$ cat config.mk
export PLATFORM = sky130hd
export DESIGN_NAME = lpcsif_ram
export DESIGN_NICKNAME = d
export VERILOG_FILES = /design/src/rtl/core/assert_macros.svh /design/src/rtl/core/lpcsif_ram.sv
export SDC_FILE = /design/constraint.sdc
export NUM_CORES = 1
export LEC_CHECK = 0
export BUFFER_PORTS_ARGS = -buffer_cell sky130_fd_sc_hd__buf_2
export CAP_MARGIN = 0
export CORE_MARGIN = 8
export CORE_UTILIZATION = 53
export CTS_CLUSTER_SIZE = 40
export DETAILED_ROUTE_END_ITERATION = 8
export MAX_ROUTING_LAYER = met4
export PLACE_DENSITY = 0.72
export RECOVER_POWER = 50
export REMOVE_ABC_BUFFERS = 1
export SLEW_MARGIN = 40
export SYNTH_ARGS = -nofsm -noshare
export SYNTH_HDL_FRONTEND = slang
export SYNTH_SLANG_ARGS = --single-unit
$ cat constraint.sdc
create_clock -name clock -period 2.2 [get_ports clock]
set_input_delay 0.44 -clock clock [delete_from_list [all_inputs] [get_ports clock]]
set_output_delay 0.44 -clock clock [all_outputs]
set_load 0.01 [all_outputs]
$ cat src/rtl/core/assert_macros.svh
// Assertion macros shared by the RTL. Synthesis builds define SYNTH and get empty bodies.
`ifndef ASSERT_MACROS_SVH
`define ASSERT_MACROS_SVH
`ifndef SYNTH
// Checked property, switched off while reset is high.
`define LPC_ASSERT(lbl, clk, rst, prop, msg) \
   lbl: assert property (@(posedge clk) disable iff (rst) prop) else $error(msg);
// Checked property that also holds across reset.
`define LPC_ASSERT_ALWAYS(lbl, clk, prop, msg) \
   lbl: assert property (@(posedge clk) prop) else $error(msg);
`else
`define LPC_ASSERT(lbl, clk, rst, prop, msg)
`define LPC_ASSERT_ALWAYS(lbl, clk, prop, msg)
`endif
`endif

$ cat src/rtl/core/lpcsif_ram.sv
module lpcsif_ram #(
   parameter int WIDTH = 8,
   parameter int DEPTH = 32,
   localparam int AW = (DEPTH > 1) ? $clog2(DEPTH) : 1
) (
   input  logic             clock,
   input  logic             wr_en,
   input  logic [AW-1:0]    wr_addr,
   input  logic [WIDTH-1:0] wr_data,
   input  logic             rd_en,
   input  logic [AW-1:0]    rd_addr,
   output logic [WIDTH-1:0] rd_data
);

   logic [WIDTH-1:0] mem_ff [DEPTH];
   logic [WIDTH-1:0] rd_data_ff;

   // One write port and one registered read port.
   always_ff @(posedge clock) begin
      if (wr_en) begin
         mem_ff[wr_addr] <= wr_data;
      end
      if (rd_en) begin
         rd_data_ff <= mem_ff[rd_addr];
      end
   end

   assign rd_data = rd_data_ff;

endmodule

# Word level (Yosys, flattened, before mapping)
# Memory sizes are Yosys's and may differ from the RTL's. A register that Yosys moved wholly into a read port is not among the register bits.
# Index checks and enable logic that the tools add are counted.
# W data, S select, Z words.
[classes] n_addsub=0 multipliers=0 div=0 order_cmp=0 eq_ne=0 shift=0 n_mux=2 bitwise=0 reduce_logical=0
[ops] op="$mux W1" n=2
[totals] regBits=0 latchBits=0 mem_bits_rw=256 rom_bits=0 input_bits=21 output_inout_bits=8 wordCells=3 memories=1
[memory_table] memory="mem_ff" words=32 width=8 read_ports=1 rd_clocked_by_memory_dff=1 wr=1 line_no="lpcsif_ram.sv:15" source="logic [WIDTH-1:0] mem_ff [DEPTH];"

# Depth between registers and ports, before layout
# Gate-level depths: netlist of run 1.
[depth] ltp_word=2 depth_mapped=5 ltp_nobuf=3

# Worst setup path before layout of run 1
# No wires, ideal clock.
[synth_timing] path_type="in2reg" startpoint="input rd_addr[2]" endpoint="register rd_data_ff[0], in the netlist rd_data[0] (read register of mem_ff), data pin" setup_ns=0.260 arrival_time_ns=2.122 required_ns=1.940 path_slack_ns=-0.182 path_stages=5 path_buffers=2 path_cell_list="clkbuf_1 clkbuf_1 mux4_2 mux4_2 mux2_2"
[synth_rtl] element="start, declared" line_no="lpcsif_ram.sv:11" source="input logic [AW-1:0] rd_addr,"
[synth_rtl] element="end, declared" line_no="lpcsif_ram.sv:16" source="logic [WIDTH-1:0] rd_data_ff;"

==> summary.txt, run 1 <==
GRT
  • GR Util met1: 25.9%
  • Largest net degree at the start of global routing: 33
  • Vias in the first global route: 4,938
  • Met3 usage: 4.24%
  • GR Util All Layers: 19.0%
  • First-pass GRT wire length: 32,000 um
  • Most crowded layer after global routing: met2
  • Met2 usage: 28.1%
  • Total gr overflow: 0
  • Initial antenna violation count: 1

Worst hold path
  • HP Class: input pin to flip-flop
  • Worst hold path stage count: 1

Route
  • Total wire length: 21,400 um
  • DRT Pass-1 Iters: 5
  • Post-DRT Antenna Nets: 0
  • WL per Instance: 28.4 um
  • Number of vias per cell: 6.26
  • Vias: 4,713
  • 1st-iter DRT viols: 439
  • DRC: 0

Clocking
  • CTS clk-pin slew, worst paths: 60 ps
  • Cts bufs inserted: 27
  • Num Clock Sinks: 264
  • CTS tree: yes
  • CTS Hold Bufs: 0
  • Clock latency on the worst-skew pair: 530 ps
  • CTS H-tree lvls: 1
  • CTS max path bufs: 3
  • Root buffer cell: clkbuf_16
  • Post-CTS resize count: 0
  • Post-CTS Repair Setup Buffers: 0

Logic synthesis
  • XOR/XNOR Fraction of Synth Area: 0%
  • Compound-cell area share of the yosys netlist: 0%
  • Mean Syn Cell Area: 24.3 um2
  • Seq/Total Area, Yosys: 78.2%
  • Synth Area in Simple Gates: 2.05%
  • Synth cell types: 14
  • Largest family of logic cells by synthesized area: multiplexers
  • Flops & latches, synth: 264
  • Post-synthesis adder-cell area fraction: 0%
  • Mux share of post-synthesis cell area: 18.7%
  • Post-Syn Area: 10,100 um2
  • Mapped Cells: 417
  • Total of warnings raised by yosys: 0

Setup path
  • Critical path peak fanout: 21
  • Worst Setup Path Type: input pin to flip-flop
  • Cell depth of the worst flop-to-flop path: 3
  • CP Data Arrival Time: 2280 ps
  • Startpoint types: input pin
  • Crit. End Element: flip-flop
  • Worst EP required: 2470 ps

Die
  • Die H: 154 um
  • Die Footprint: 23,800 um2
  • IO Count: 29
  • FP Rows: 50
  • Die Wd: 154 um
  • Core Area: 18,700 um2
  • Initial Utilization: 54.2%

Final layout
  • Fill count: 1,226
  • Antenna Cells: 0
  • Final nets: 520
  • Area growth syn-to-layout: 15.3%
  • Share of cells above drive strength 1: 35.8%
  • Finished Layout Cells: 753
  • Storage cell area: 7930 um2
  • Area of the multi-input gates: 2100 um2

Place
  • IO Port Bufs: 28
  • DP Cell Count: 704
  • Post-DP HPWL: 13,600 um
  • GPL Wtd Cong: 0.787

STA
  • Relative slew margins: -7.58%
  • Fmax: 0.499 GHz
  • Slew Viols, Final: 132
  • Setup Viol. Count Final: 0
  • Clk_skew: 12.8 ps
  • Unrepaired setup endpoints after global routing: no
  • Minimum clock period: 2000 ps
  • Final worst path period share: 91.1%
  • Measured slew at the worst slew-check pin: 1610 ps
  • Hold Vio Cnt, Final: 0

Run status
  • Outcome: finished with violations
  • Failing checks: max-capacitance violations, max-slew violations

Pwr
  • LEAKAGE: 3.73 nW
  • Max VDD drop: 0.564 mV
  • Power, Total: 10.4 mW
  • Power per cell area: 891 nW/um2

Flow run
  • MaxCap Viol Count: 5
## critical path, cell delays in order
cell	delay, ps
buf_4	190
buf_12	230
mux4_2	570
mux4_2	540
mux2_2	290
## layout make-up
| cell class | count | area share, % |
|---|---|---|
| Timing Repair Buffer | 73 | 4.72 |
| Sequential cell | 264 | 67.8 |
| Multi-Input combinational cell | 133 | 18.0 |
| Clock inverter | 18 | 1.07 |
| Tap cell | 234 | 2.51 |
| Clock buffer | 31 | 5.91 |
## layout by cell type, fill, tap and decap left out, drive strengths merged, types with 2 or more instances in the layout
| master | count |
|---|---|
| buf | 62 |
| bufinv | 2 |
| nor2 | 33 |
| clkbuf | 42 |
| clkinv | 16 |
| nand3b | 5 |
| mux2 | 8 |
| mux4 | 80 |
| edfxtp | 264 |
| or3b | 3 |
| nand3 | 2 |
## synth_stat cells
library cell	n	area share, %
mux2_2	8	0.89
nand2_1	1	0.037
or3b_2	3	0.26
clkbuf_1	6	0.22
buf_4	6	0.44
mux4_2	80	18
or3_1	1	0.062
buf_1	6	0.22
edfxtp_1	264	78
buf_6	1	0.11
nor2_1	33	1.2
buf_2	1	0.049
nand3b_1	5	0.37
nand3_1	2	0.099
## stage by stage
stage | hold WS [ps] | setup TNS (ps) | setup WS, ps | utilization, % | cell area [um2]
finish | 396 | 0 | 196 | 62.5 | 11700
CTS | 265 | 0 | 192 | 62.6 | 11700
floorplan | 539 | 0 | 330 | - | 10000
detailed placement | 814 | -2470 | -338 | 58.2 | 10900
global placement | 809 | -2440 | -351 | 58.2 | 10900
global route | 401 | 0 | 165 | 62.5 | 11700
## where the power goes
group	total, mW	switching (mW)	internal (mW)
Combinational	0.560	0.312	0.248
Sequential	5.64	0.0195	5.62
Clock	4.22	1.76	2.46
Total	10.4	2.09	8.33
## sequential cells by signal (all words and copies together) (netlist names)
| signal | count |
|---|---|
| mem_ff | 256 |
| rd_data | 8 |
## final timing paths
check / start / to / slack (ps)
worst max-delay path: rd_addr[0] / rd_data[3]$_DFFE_PP_ / 200
worst min-delay path: rd_en / rd_data[6]$_DFFE_PP_ / 400
worst max register to register: mem_ff[31][3]$_DFFE_PP_ / rd_data[3]$_DFFE_PP_ / 230
worst min register to register: mem_ff[30][1]$_DFFE_PP_ / rd_data[1]$_DFFE_PP_ / 970
## per-layer routing
metal | up-vias | part of all wire, %
met1 | 2515 | 42
li1 | 1950 | -
met2 | 216 | 48
met3 | 32 | 8.3
met4 | 0 | 2.2
met5 | - | 0
## cell families (layout without fill, tap and decap cells)
logic type    after synthesis  in the layout
buf+inv                    20            122
mux                        88             88
flops                     264            264
simple gates               45             45
Note: power is estimated with default switching activity, not from simulation.
==> inputs of run 2 (changes only) <==
==> constraint.sdc (replaced) <==
create_clock -name clock -period 1.7 [get_ports clock]
set_input_delay 0.34 -clock clock [delete_from_list [all_inputs] [get_ports clock]]
set_output_delay 0.34 -clock clock [all_outputs]
set_load 0.01 [all_outputs]
==> summary.txt, run 2 (synthesis gave the netlist of run 1 again) <==
Pwr
  • Power, Total: 14.2 mW (+37%)
  • Switching Fraction: 19.7% (-0.39 points)
  • Max VDD drop: 0.938 mV (+66%)
  • LEAKAGE: 3.85 nW (+3.4%)
  • Sw power: 2.80 mW (+34%)
  • Comb power frac: 5.3% (about the same)
  • Pint: 11.4 mW (+37%)
  • Clk pwr share: 43.4% (+2.9 points)
  • Power per cell area: 1190 nW/um2 (+34%)
  • Register share of total power: 51.3% (-2.8 points)

Final layout
  • Fill count: 1,185 (-3.3%)
  • Commonest non-fill, non-tap cell in the layout: edfxtp_1
  • Most frequent cells in the layout: edfxtp_1 (264), mux4_2 (80), buf_4 (43)
  • Reg with most FFs: mem_ff
  • Final Util: 63.7% (+1.2 points)
  • Final nets: 525 (+0.96%)
  • Area growth syn-to-layout: 17.5%
  • Share of cells above drive strength 1: 38.7% (+2.9 points)
  • Max FFs per register: 256 (unchanged)

Setup path
  • CP Data Arrival Time: 2240 ps (-40 ps)
  • Cell depth of the worst flop-to-flop path: 3 (unchanged)
  • Startpoint types: flip-flop
  • R2r endpoint: rd_data[0]$_DFFE_PP_
  • Crit. End Element: flip-flop
  • Worst r2r src: mem_ff[31][0]$_DFFE_PP_
  • Crit path max-delay family: multiplexers
  • Slowest stage cell, crit path: mux4_2
  • Crit path top cell by count: mux4_2
  • Flop-to-flop setup slack: -280 ps (-510 ps)
  • Cells along the critical path: mux4_2 > mux4_2 > mux2_4
  • Worst path max stage delay: 550 ps (-20 ps)
  • Critical path peak fanout: 1 (-95%)
  • CP bufs+invs: 0 (-2)
  • Worst Setup Path Type: flip-flop to flip-flop
  • Worst EP required: 1960 ps (-510 ps)

Route
  • WL per Instance: 28.1 um (-1.1%)
  • DRC: 0 (unchanged)
  • Total wire length: 21,400 um (-0.32%)
  • Vias: 4,739 (+0.55%)
  • Number of vias per cell: 6.24 (-0.24%)
  • 1st-iter DRT viols: 548 (+25%)
  • Post-DRT Antenna Nets: 0 (unchanged)
  • DRT Pass-1 Iters: 5 (unchanged)

Die
  • Die Footprint: 23,800 um2 (unchanged)
  • IO Count: 29 (unchanged)
  • Initial Utilization: 54.2% (unchanged)
  • FP Rows: 50 (unchanged)
  • Core Area: 18,700 um2 (unchanged)
  • Die H: 154 um (unchanged)
  • Die Wd: 154 um (unchanged)

STA
  • Final worst path period share: 116%
  • Hold Vio Cnt, Final: 0 (unchanged)
  • Final worst slack: -275 ps (-471 ps)
  • Clk_skew: 15.8 ps (+2.97 ps)
  • Relative slew margins: -4.74% (+2.8 points)
  • Fmax: 0.506 GHz
  • Measured slew at the worst slew-check pin: 1570 ps (-42.6 ps)
  • Min Hold Slack: 290 ps (-106 ps)
  • Slew Viols, Final: 99 (-25%)
  • Unrepaired setup endpoints after global routing: yes
  • Minimum clock period: 1980 ps
  • Setup Viol. Count Final: 8 (+8)

Clocking
  • Root buffer cell: clkbuf_16
  • Num Clock Sinks: 264 (unchanged)
  • Cts bufs inserted: 26 (-3.7%)
  • CTS clk-pin slew, worst paths: 60 ps (about the same)
  • CTS tree: yes
  • Clock latency on the worst-skew pair: 520 ps (about the same)
  • Post-CTS Repair Setup Buffers: 0 (unchanged)
  • CTS max path bufs: 3 (unchanged)
  • CTS H-tree lvls: 1 (unchanged)

Worst hold path
  • Worst hold path stage count: 1 (unchanged)
  • HP Class: input pin to flip-flop
  • Hold Path Origin: rd_en
  • Hold path endpoint: rd_data[7]$_DFFE_PP_

GRT
  • Met2 usage: 28.7% (+0.61 points)
  • Vias in the first global route: 4,945 (+0.14%)
  • GR Util met1: 26.7% (+0.81 points)
  • Initial antenna violation count: 1 (unchanged)
  • Largest net degree at the start of global routing: 33 (unchanged)
  • Met3 usage: 2.73% (-1.5 points)
  • Most crowded layer after global routing: met2
  • First-pass GRT wire length: 32,100 um (+0.22%)
  • GR Util All Layers: 18.8% (-0.20 points)
  • Total gr overflow: 0 (unchanged)

Place
  • Post-DP HPWL: 13,100 um (-3.3%)
  • GPL Wtd Cong: 0.739 (-6.0%)
  • IO Port Bufs: 28 (unchanged)

Run status
  • Outcome: finished with violations
  • Failing checks: max-capacitance violations, max-slew violations, negative setup slack

Flow run
  • MaxCap Viol Count: 3 (-2)
run 2: worst max-delay path by stage:
stage / startpoint / slack, ps / end / cells past startpoint
floorplan: rd_addr[0] / -70 / rd_data[0]$_DFFE_PP_ / 3
global placement: rd_addr[0] / -750 / rd_data[4]$_DFFE_PP_ / 5
detailed placement: rd_addr[0] / -760 / rd_data[4]$_DFFE_PP_ / 5
CTS: mem_ff[9][0]$_DFFE_PP_ / -280 / rd_data[0]$_DFFE_PP_ / 3
global route: mem_ff[21][4]$_DFFE_PP_ / -290 / rd_data[4]$_DFFE_PP_ / 3
finish: mem_ff[31][0]$_DFFE_PP_ / -280 / rd_data[0]$_DFFE_PP_ / 3
run 2: stage by stage:
step           cells  cell area (um2)  TNS, ps  setup slack [ps]
2_1_floorplan    397            10000     -562             -70.3
3_3_place_gp     710            11000    -5650              -747
3_5_place_dp     710            11000    -5860              -756
4_1_cts          758            11900    -1920              -283
5_1_grt          759            11900    -2100              -285
6_report         759            11900    -1840              -275
run 2: timing repair:
| item | CTS | global route |
|---|---|---|
| setup endpoints to repair | 8 | 8 |
| gates resized for setup | 7 | 0 |
| hold buffers | 0 | 0 |
run 2: per-layer routing:
| layer | share of wire (%) | vias up |
|---|---|---|
| met3 | 7.2 | 29 |
| met4 | 1.6 | 0 |
| li1 | - | 1962 |
| met1 | 44 | 2527 |
| met2 | 48 | 221 |
| met5 | 0 | - |
run 2: power groups by stage:
stage | sequential, mW | combinational, mW | clock (mW)
after floorplan | 7.43 | 0.301 | 0
after global placement | 7.42 | 0.731 | 0
after detailed placement | 7.43 | 0.747 | 0
after CTS | 7.29 | 0.771 | 6.23
after global routing | 7.30 | 0.805 | 6.45
final | 7.30 | 0.760 | 6.17
run 2: area by class of cell:
type	instances	area [um2]	area share (%)
multi-input cells	133	2130	17.9
diodes	1	2.50	0.0210
clock buffers	29	683	5.74
repair buffers	79	627	5.26
well taps	234	293	2.46
flip-flops and latches	264	7930	66.6
clock inverters	19	249	2.09
