## src/rtl/core/assert_macros.svh

```systemverilog
// Assertion macros shared by the RTL. Synthesis builds define SYNTH and get empty bodies.
`ifndef ASSERT_MACROS_SVH
`define ASSERT_MACROS_SVH
`ifndef SYNTH
// Checked property, switched off while reset is high.
`define LPC_ASSERT(lbl, clk, rst, prop, msg) \
   lbl: assert property (@(posedge clk) disable iff (rst) prop) else $error(msg);
// Checked property that also holds across reset.
`define LPC_ASSERT_ALWAYS(lbl, clk, prop, msg) \
   lbl: assert property (@(posedge clk) prop) else $error(msg);
`else
`define LPC_ASSERT(lbl, clk, rst, prop, msg)
`define LPC_ASSERT_ALWAYS(lbl, clk, prop, msg)
`endif
`endif

```

## src/rtl/core/lpcsif_pkg.sv

```systemverilog
package lpcsif_pkg;

   // Defaults for the top-level parameters.
   localparam int MAX_ORDER_DEF      = 32;
   localparam int SAMPLE_WIDTH_DEF   = 16;
   localparam int COEF_FRAC_BITS_DEF = 18;

   // Fixed field widths.
   localparam int COEF_WIDTH       = 24;
   localparam int COEF_INDEX_WIDTH = 5;
   localparam int ORDER_WIDTH      = 6;
   localparam int CSR_INDEX_WIDTH  = 4;
   localparam int CSR_DATA_WIDTH   = 8;

   // Register indexes on the configuration channel.
   localparam logic [CSR_INDEX_WIDTH-1:0] CSR_FILTER_DIRECTION = 4'd0;
   localparam logic [CSR_INDEX_WIDTH-1:0] CSR_FILTER_ORDER     = 4'd1;

   // Item kinds and filter directions.
   localparam logic MODE_SAMPLE   = 1'b0;
   localparam logic MODE_COEF     = 1'b1;
   localparam logic DIR_SYNTHESIS = 1'b0;
   localparam logic DIR_INVERSE   = 1'b1;

   // Control from the sequencer to the multiply-accumulate unit.
   typedef struct packed {
      logic load;      // start a new sum from the input sample
      logic mul_en;    // operands are valid this cycle
      logic subtract;  // all-pole direction: products are subtracted
      logic finish;    // round, saturate and hold the result
   } mac_ctrl_type;

   // Status from the multiply-accumulate unit.
   typedef struct packed {
      logic busy;       // a product is still on its way into the sum
      logic saturated;  // the held result was clipped
   } mac_stat_type;

endpackage

```

## src/rtl/core/lpcsif_mac.sv

```systemverilog
module lpcsif_mac
   import lpcsif_pkg::*;
#(
   parameter int MAX_ORDER      = MAX_ORDER_DEF,
   parameter int SAMPLE_WIDTH   = SAMPLE_WIDTH_DEF,
   parameter int COEF_FRAC_BITS = COEF_FRAC_BITS_DEF
) (
   input  logic                           clock,
   input  logic                           reset,
   input  mac_ctrl_type                   ctrl,
   input  logic signed [SAMPLE_WIDTH-1:0] sample_x,
   input  logic signed [COEF_WIDTH-1:0]   coef_op,
   input  logic signed [SAMPLE_WIDTH-1:0] hist_op,
   output logic signed [SAMPLE_WIDTH-1:0] result,
   output mac_stat_type                   stat
);

   localparam int PW     = COEF_WIDTH + SAMPLE_WIDTH;
   localparam int SUM_W  = PW + $clog2(MAX_ORDER + 1) + 1;
   localparam int LOAD_W = SAMPLE_WIDTH + COEF_FRAC_BITS + 2;
   localparam int ACC_W  = (SUM_W > LOAD_W) ? SUM_W : LOAD_W;
   localparam int RW     = ACC_W + 1 - COEF_FRAC_BITS;
   localparam logic [ACC_W:0] HALF =
      {{(ACC_W + 1 - COEF_FRAC_BITS){1'b0}}, 1'b1, {(COEF_FRAC_BITS - 1){1'b0}}};
   localparam logic [SAMPLE_WIDTH-1:0] SAT_MIN = {1'b1, {(SAMPLE_WIDTH - 1){1'b0}}};
   localparam logic [SAMPLE_WIDTH-1:0] SAT_MAX = {1'b0, {(SAMPLE_WIDTH - 1){1'b1}}};

   logic signed [PW-1:0]           prod_ff, prod_in;
   logic                           prod_vld_ff;
   logic signed [ACC_W-1:0]        acc_ff, acc_in;
   logic        [SAMPLE_WIDTH-1:0] result_ff, result_in;
   logic                           sat_ff, sat_in;
   logic        [ACC_W:0]          rounded;
   logic        [RW-1:0]           quot;
   logic                           fits;

   // Product of the current tap, registered ahead of the accumulator.
   assign prod_in = coef_op * hist_op;

   // The sum starts at the sample on the coefficient grid and takes one product per cycle.
   always_comb begin
      acc_in = acc_ff;
      if (ctrl.load) begin
         acc_in = ACC_W'(sample_x) <<< COEF_FRAC_BITS;
      end else if (prod_vld_ff) begin
         if (ctrl.subtract) begin
            acc_in = acc_ff - ACC_W'(prod_ff);
         end else begin
            acc_in = acc_ff + ACC_W'(prod_ff);
         end
      end
   end

   // Round half up onto the sample grid, then clip to the sample width.
   always_comb begin
      rounded   = {acc_ff[ACC_W-1], acc_ff} + HALF;
      quot      = rounded[ACC_W:COEF_FRAC_BITS];
      fits      = (quot[RW-1:SAMPLE_WIDTH-1] == '0) || (quot[RW-1:SAMPLE_WIDTH-1] == '1);
      result_in = result_ff;
      sat_in    = sat_ff;
      if (ctrl.finish) begin
         sat_in = !fits;
         if (fits) begin
            result_in = quot[SAMPLE_WIDTH-1:0];
         end else if (quot[RW-1]) begin
            result_in = SAT_MIN;
         end else begin
            result_in = SAT_MAX;
         end
      end
   end

   always_ff @(posedge clock) begin
      prod_ff   <= prod_in;
      acc_ff    <= acc_in;
      result_ff <= result_in;
      sat_ff    <= sat_in;
      if (reset) begin
         prod_vld_ff <= 1'b0;
      end else begin
         prod_vld_ff <= ctrl.mul_en;
      end
   end

   assign result         = result_ff;
   assign stat.busy      = prod_vld_ff;
   assign stat.saturated = sat_ff;

endmodule

```

## config.mk

```make
export PLATFORM = sky130hd
export DESIGN_NAME = lpcsif_mac
export DESIGN_NICKNAME = d
export VERILOG_FILES = /design/src/rtl/core/assert_macros.svh /design/src/rtl/core/lpcsif_pkg.sv /design/src/rtl/core/lpcsif_mac.sv
export SDC_FILE = /design/constraint.sdc
export NUM_CORES = 1
export LEC_CHECK = 0
export ABC_AREA = 1
export ABC_CLOCK_PERIOD_IN_PS = 6200
export BUFFER_PORTS_ARGS = -buffer_cell sky130_fd_sc_hd__buf_2
export CAP_MARGIN = 20
export CORE_MARGIN = 4
export CORE_UTILIZATION = 35
export CTS_BUF_LIST = sky130_fd_sc_hd__clkbuf_4
export DETAILED_ROUTE_END_ITERATION = 16
export GPL_ROUTABILITY_DRIVEN = 0
export HOLD_SLACK_MARGIN = 0.15
export PLACE_DENSITY_LB_ADDON = 0.05
export RECOVER_POWER = 25
export SKIP_CTS_REPAIR_TIMING = 1
export SYNTH_ARGS = -nofsm -noshare
export SYNTH_HDL_FRONTEND = slang
export SYNTH_SLANG_ARGS = --single-unit
export TNS_END_PERCENT = 1
```

## constraint.sdc

```tcl
create_clock -name clock -period 6.2 [get_ports clock]
set_clock_uncertainty 0.2 [all_clocks]
set_input_delay 0.62 -clock clock [delete_from_list [all_inputs] [get_ports clock]]
set_output_delay 0.62 -clock clock [all_outputs]
set_load 0.02 [all_outputs]
```

Word-level counts from Yosys, hierarchy flattened
Index checks and enable logic that the tools add are counted.
W data, S select, Z words.

cells by class
  add/sub/neg operators = 3
  multiply operators = 1
  equality and inequality tests = 1
  multiplexer cells = 5
  reduce and logical (&&, ||, !) cells = 4

operators by type and width
  kind                      count
  $mux W47                  3
  $add A47 B19 Y48 const B  1
  $add A47 B40 Y47          1
  $sub A47 B40 Y47          1
  $mul A24 B16 Y40          1
  $mux W16                  2
  $eq A15 B15 Y1 const B    1
  $logic_not A15 Y1         1
  $reduce_bool A2 Y1        1
  $logic_not A1 Y1          1
  $logic_or A1 B1 Y1        1

storage, ports and cells
  flip-flop bits (word level) = 105
  input bits = 62
  output and inout bits = 18
  logic and storage cells = 20

Logic depth before layout (Yosys ltp)
Gate-level depths: netlist of run 1.

  word-level depth = 4
  depth in mapped cells = 27
  gate-level depth less buffers = 26

Worst setup path before layout of run 1
No wires, ideal clock.

  path kind = input to register
  from = input port coef_op[23]
  to = register prod_ff[39]
  setup time = 0.118 ns
  data arrival time = 5.774 ns
  data required time = 5.882 ns
  setup slack = 0.108 ns
  stages on the path = 21
  buffers on the path = 1
  cell sequence = clkbuf_1 > nand2_1 > fa_1 > inv_1 > fa_1 > inv_1 > fa_1 > inv_1 > fa_1 > fa_1 > inv_1 > fa_1 > inv_1 > ha_1 > nand2_1 > nor2_1 > inv_1 > nor3_1 > nand3_1 > nand4_1 > xnor2_1

on the way
  longest elaborated chain between the ends = 1

ends and longest elaborated chain
  what                    RTL line          source
  start: declaration      lpcsif_mac.sv:12  input logic signed [COEF_WIDTH-1:0] coef_op,
  $mul A24 B16 Y40        lpcsif_mac.sv:38  assign prod_in = coef_op * hist_op;
  named net prod_in[39]   lpcsif_mac.sv:28  logic signed [PW-1:0] prod_ff, prod_in;
  end signal: assignment  lpcsif_mac.sv:74  prod_ff <= prod_in;
  end: declaration        lpcsif_mac.sv:28

The timed path passes the listed nets, and every way through them passes these cells.
A chain may end at the register's enable or synchronous reset.

Worst setup path in the final report of run 1
  from = input port hist_op[4]
  to = register prod_ff[31]

on the way
  longest elaborated chain between the ends = 1

ends and longest elaborated chain
  what                   RTL line          source
  start: declaration     lpcsif_mac.sv:13  input logic signed [SAMPLE_WIDTH-1:0] hist_op,
  $mul A24 B16 Y40       lpcsif_mac.sv:38
  named net prod_in[31]  lpcsif_mac.sv:28

The timed path passes the listed nets, and every way through them passes these cells.

==> metrics, run 1 <==
status=finished, violations left; violations in the final reports=max-capacitance violations, max-slew violations; Final min period=5.86 ns; insertion delay to the later sink of the worst-skew pair=0.58 ns; RSZ-0062 raised after global routing=no; Distinct cells, synth=41; initial antenna violation count=2; post-synth top area share=0.322; Tcrit/Tclk final=0.945; syn avg cell area=7.04 um2; area leader, netlist=fa_1; Port Buf Inserts=79; number of H-tree levels=3; Initial DRC Count=1027; Final Max Slew Viols=31; Top Ports=80; CTS Buf Count=9; Critical Path RT=6.48 ns; asr flop ratio synth=0; first drt pass iteration count=7; element type at the critical path end=flip-flop; most frequent cell after synthesis=nand2_1; die area=0.0708 mm2; Yosys warnings=0; synth top area cells=fa_1 32%, nand2_1 15%, inv_1 13%; Crit. path cell count=24; Top FF cell, synth=dfxtp_1; row cnt=94; crit-path max FO=8; TritonCTS clock tree=done; Gate Count Post-Synth=3309; worst min path class=in2reg; routed len/inst=16.8 um; Seq/Total Area, Yosys=0.110; Worst path max stage delay=0.59 ns; global-route wire length before repair=120 mm; Slew HR=-0.232; Root Driver=clkbuf_4; top cells by instance count after synthesis=913 x nand2_1, 818 x inv_1, 375 x fa_1, 280 x nor2_1, 146 x ha_1; Max Buffers Root-to-Sink=2; Least-Margin Pin Slew=1.85 ns; Crit. Startpoint=hist_op[4]; FILL cells=7091; Reg2Reg Launch Point=prod_ff[2]; Synth-to-Final Area Change=13.0%; Final Hold Fails=0; via count=20600; worst r2r path cells=21; maxcap violations=1; Detail Route Antenna Nets=0; final std cell area, no fill=0.0264 mm2; DP HPWL=66.3 mm; RR Endpoint=acc_ff[46]; Congestion Overflow GR=0; chip height=266 um; Post-Synthesis Cell Area=0.0233 mm2; CTS clk-pin slew, worst paths=0.18 ns; FF-to-FF setup slack=1.64 ns; EDFF count, synth=46; synthesized flop and latch total=105; final wirelength=74.2 mm; Max Fclk=171 MHz; pin count of the biggest net entering global routing=34; Util after Layout=0.400; Buf/Inv on CP=8; layout cells sized above 1=0.0927; Initial Utilization=0.354; setup TNS=0 ns; Post-route DRC=0; Core Region=0.0659 mm2; total global-route track usage=0.213; slowest CP cell=fa_1; CP Data Arrival Time=6.14 ns; worst path cell trace=buf_2, buf_4, nand2_1, fa_1, inv_1, fa_1, inv_1, fa_1, inv_1, fa_1, fa_1, inv_1, fa_1, inv_1, ha_1, nand2_1, inv_1, a21boi_0, nand2_1, nand2_1, nand3_1, nand2_1, o21bai_1, xor2_1; CP startpoint kind=input pin; Placed Area=0.0261 mm2; CTS Sinks=105; syn nets=3892; vias per inst=4.67; Die W=266 um; vias in the first global route=22200; worst setup path class=in2reg; worst hold margin=0.121 ns; CP endpoint=prod_ff[31]; fin nets=4118; Worst path top cell family by delay=adder cells; # setup viols final=0
## tightest hold or removal path, stage by stage
cell and delay [ns]:
buf_2 0.08, nand2_1 0.04, o21ai_0 0.06
## placed cells by master, fill, tap and decap left out, types with 3 or more instances in the layout
cell type	n
nand2_1	913
inv_1	818
fa_1	375
nor2_1	279
buf_4	207
ha_1	146
o21ai_0	124
a21oi_1	109
nand3_1	105
buf_2	76
xor2_1	74
dfxtp_1	59
edfxtp_1	46
xnor2_1	29
nor3_1	29
nand4_1	22
o21bai_1	15
dlygate4sd3_1	13
a31oi_1	10
or2_2	9
a21o_1	9
clkbuf_4	9
nor2_2	8
clkbuf_1	6
diode_2	5
buf_12	5
a21boi_0	4
o21a_1	4
nand3b_1	3
o211ai_1	3
o31ai_1	3
nand2_2	3
## how the worst min path moves through the flow
| stage | startpoint | endpoint | cells after the start |
|---|---|---|---|
| final | sample_x[4] | acc_ff[22] | 3 |
| after global routing | sample_x[4] | acc_ff[22] | 3 |
| after CTS | reset | prod_vld_ff | 2 |
| after detailed placement | acc_ff[13] | acc_ff[13] | 2 |
| after global placement | acc_ff[13] | acc_ff[13] | 2 |
| after floorplan | acc_ff[15] | acc_ff[15] | 2 |
## routing by layer
metal | GRT usage | wire length, um | up-vias
li1 | - | - | 10200
met1 | 0.277 | 33200 | 9883
met2 | 0.383 | 36700 | 372
met3 | 0.0145 | 1970 | 103
met4 | 0.0633 | 2390 | 0
met5 | 0 | 0 | -
## stage by stage
step / worst slack (ns) / cells
finish: 0.339 / 4409
global route: 0.0214 / 4408
floorplan: 0.108 / 3309
detailed placement: -0.258 / 4375
global placement: -0.295 / 4375
CTS: 0.368 / 4391
## registers in the layout (all words and copies together), names as in the netlist
| name | flops |
|---|---|
| result | 16 |
| sat_ff | 1 |
| acc_ff | 47 |
| prod_ff | 40 |
| prod_vld_ff | 1 |
## area by class of cell
type	count	area, um2	area share
Clock buffer	9	67.6	0.00256
Sequential cell	105	2560	0.0972
Antenna cell	5	12.5	0.000475
Inverter	819	3070	0.117
Timing Repair Buffer	307	2190	0.0830
Tap cell	864	1080	0.0410
Multi-Input combinational cell	2293	17300	0.657
Clock inverter	7	53.8	0.00204
## cells by family (layout without fill, tap and decap cells)
logic type / after synthesis / after routing / synth area share
AND/OR/NAND/NOR: 1380 / 1380 / 0.236
buffers and inverters: 911 / 1142 / 0.148
adder cells (fa/ha/maj): 521 / 521 / 0.400
AO/OA/AOI/OAI: 289 / 289 / 0.0674
flip-flops: 105 / 105 / 0.110
XOR/XNOR: 103 / 103 / 0.0387
other: 0 / 5 / 0
Power of run 1 is not shown: default switching activity piles up to over one toggle a cycle in this logic, so the estimate is an artifact.
==> run 2, diff against run 1 <==
CORE_UTILIZATION = 58   (was 35)
RECOVER_POWER = 100   (was 25)
==> metrics, run 2 (same netlist as run 1, synthesis figures left out) <==
Hold Crit Depth=3; crit-path max FO=11; Initial DRC Count=1593; worst min path class=in2reg; Reg2Reg Launch Point=prod_ff[4]; worst hold margin=0.120 ns; # setup viols final=0; initial antenna violation count=1; CTS clk-pin slew, worst paths=0.19 ns; slowest CP cell=fa_1; Die W=208 um; DP HPWL=56.7 mm; Tcrit/Tclk final=0.948; CP startpoint kind=input pin; vias in the first global route=21500; Detail Route Antenna Nets=0; first drt pass iteration count=8; CTS Buf Count=9; Core Region=0.0397 mm2; Post-route DRC=0; Top reg by flops=acc_ff; number of H-tree levels=3; Port Buf Inserts=79; Worst path max stage delay=0.54 ns; Max Fclk=170 MHz; FF-to-FF setup slack=1.69 ns; element type at the critical path end=flip-flop; Slew HR=-0.834; worst setup path class=in2reg; cell mode on critical path=fa_1; Initial Utilization=0.587; commonest non-fill, non-tap cell in the layout=nand2_1; Least-Margin Pin Slew=2.74 ns; insertion delay to the later sink of the worst-skew pair=0.56 ns; Root Driver=clkbuf_4; vias per inst=5.30; Final min period=5.88 ns; CP Data Arrival Time=6.14 ns; maxcap violations=2; total global-route track usage=0.298; worst r2r path cells=21; Final Max Slew Viols=65; via count=21100; Critical Path RT=6.46 ns; chip height=208 um; Max Buffers Root-to-Sink=2; commonest non-fill, non-tap cells in the layout=914 x nand2_1, 818 x inv_1, 375 x fa_1; CTS Sinks=105; die area=0.0435 mm2; routed len/inst=16.3 um; worst path cell trace=buf_2, clkbuf_1, clkbuf_1, nand2_1, fa_1, fa_1, inv_1, ha_1, fa_1, ha_1, inv_1, fa_1, inv_1, ha_1, nand2_1, o21ai_0, nor2_1, o21ai_0, nand4_1, nand2_1, xor2_1; WHS Endpoint=acc_ff[18]; final wirelength=64.9 mm; FILL cells=3697; row cnt=73; global-route wire length before repair=106 mm; TritonCTS clock tree=done; Congestion Overflow GR=0; hold_sp=sample_x[0]; RSZ-0062 raised after global routing=no; violations in the final reports=max-capacitance violations, max-slew violations; max reg flops=47; Top Ports=80; Synth-to-Final Area Change=8.37%; layout cells sized above 1=0.0653; Final Hold Fails=0; RR Endpoint=acc_ff[46]; fin nets=4037; status=finished, violations left; pin count of the biggest net entering global routing=34
[run 2: changes by cell type in the layout (fill, tap and decap cells not counted), moves of 2 or more]
| cell | change |
|---|---|
| clkinvlp_2 | -2 |
| dlygate4sd3_1 | -8 |
| diode_2 | -4 |
| nor2_1 | +2 |
| clkbuf_2 | +2 |
| clkinvlp_4 | -2 |
| bufinv_16 | +2 |
| clkbuf_1 | +25 |
| clkbuf_4 | +8 |
| buf_2 | -20 |
| buf_4 | -87 |
[run 2: worst max-delay path by stage]
stage	slack (ns)	cells past startpoint	from	to
global route	0.03	22	hist_op[3]	prod_ff[24]
floorplan	0.11	21	coef_op[23]	prod_ff[39]
CTS	0.43	24	hist_op[1]	prod_ff[37]
finish	0.32	21	hist_op[1]	prod_ff[26]
global placement	-0.18	24	hist_op[4]	prod_ff[37]
detailed placement	-0.16	22	hist_op[8]	prod_ff[37]
[run 2: routing by layer]
layer | global-route usage | vias up | wire length, um
met1 | 0.383 | 10000 | 26500
li1 | - | 10100 | -
met4 | 0.135 | 0 | 3510
met3 | 0.0294 | 200 | 3970
met5 | 0 | - | 0
met2 | 0.513 | 819 | 31000
[run 2: worst max-delay path: cells and delay by family]
kind                       cells  cell delay [ns]
adders and majority gates      7             2.79
buffers and inverters          6             1.05
AOI/OAI and AO/OA              2             0.74
and+or+nand+nor                5             0.71
xor gates and xnor gates       1             0.22
[run 2: stage by stage]
stage / setup slack [ns] / setup TNS (ns) / util / cell area, um2 / std cells
after global placement: -0.181 / -0.250 / 0.632 / 25100 / 3963
final: 0.320 / 0 / 0.636 / 25300 / 3985
after global routing: 0.0322 / 0 / 0.636 / 25300 / 3985
after detailed placement: -0.164 / -0.470 / 0.632 / 25100 / 3963
after CTS: 0.428 / 0 / 0.637 / 25300 / 3979
after floorplan: 0.108 / 0 / - / 23300 / 3309
[run 2: area by class of cell]
class	instances	area, um2	share of cell area
multi-input combinational	2293	17300	0.684
inverter	819	3070	0.122
sequential	105	2560	0.101
timing repair buffer	226	1500	0.0593
tap	525	657	0.0260
clock inverter	7	109	0.00431
clock buffer	9	67.6	0.00267
antenna	1	2.50	0.0000991
Power of run 2 is left out for the same reason.
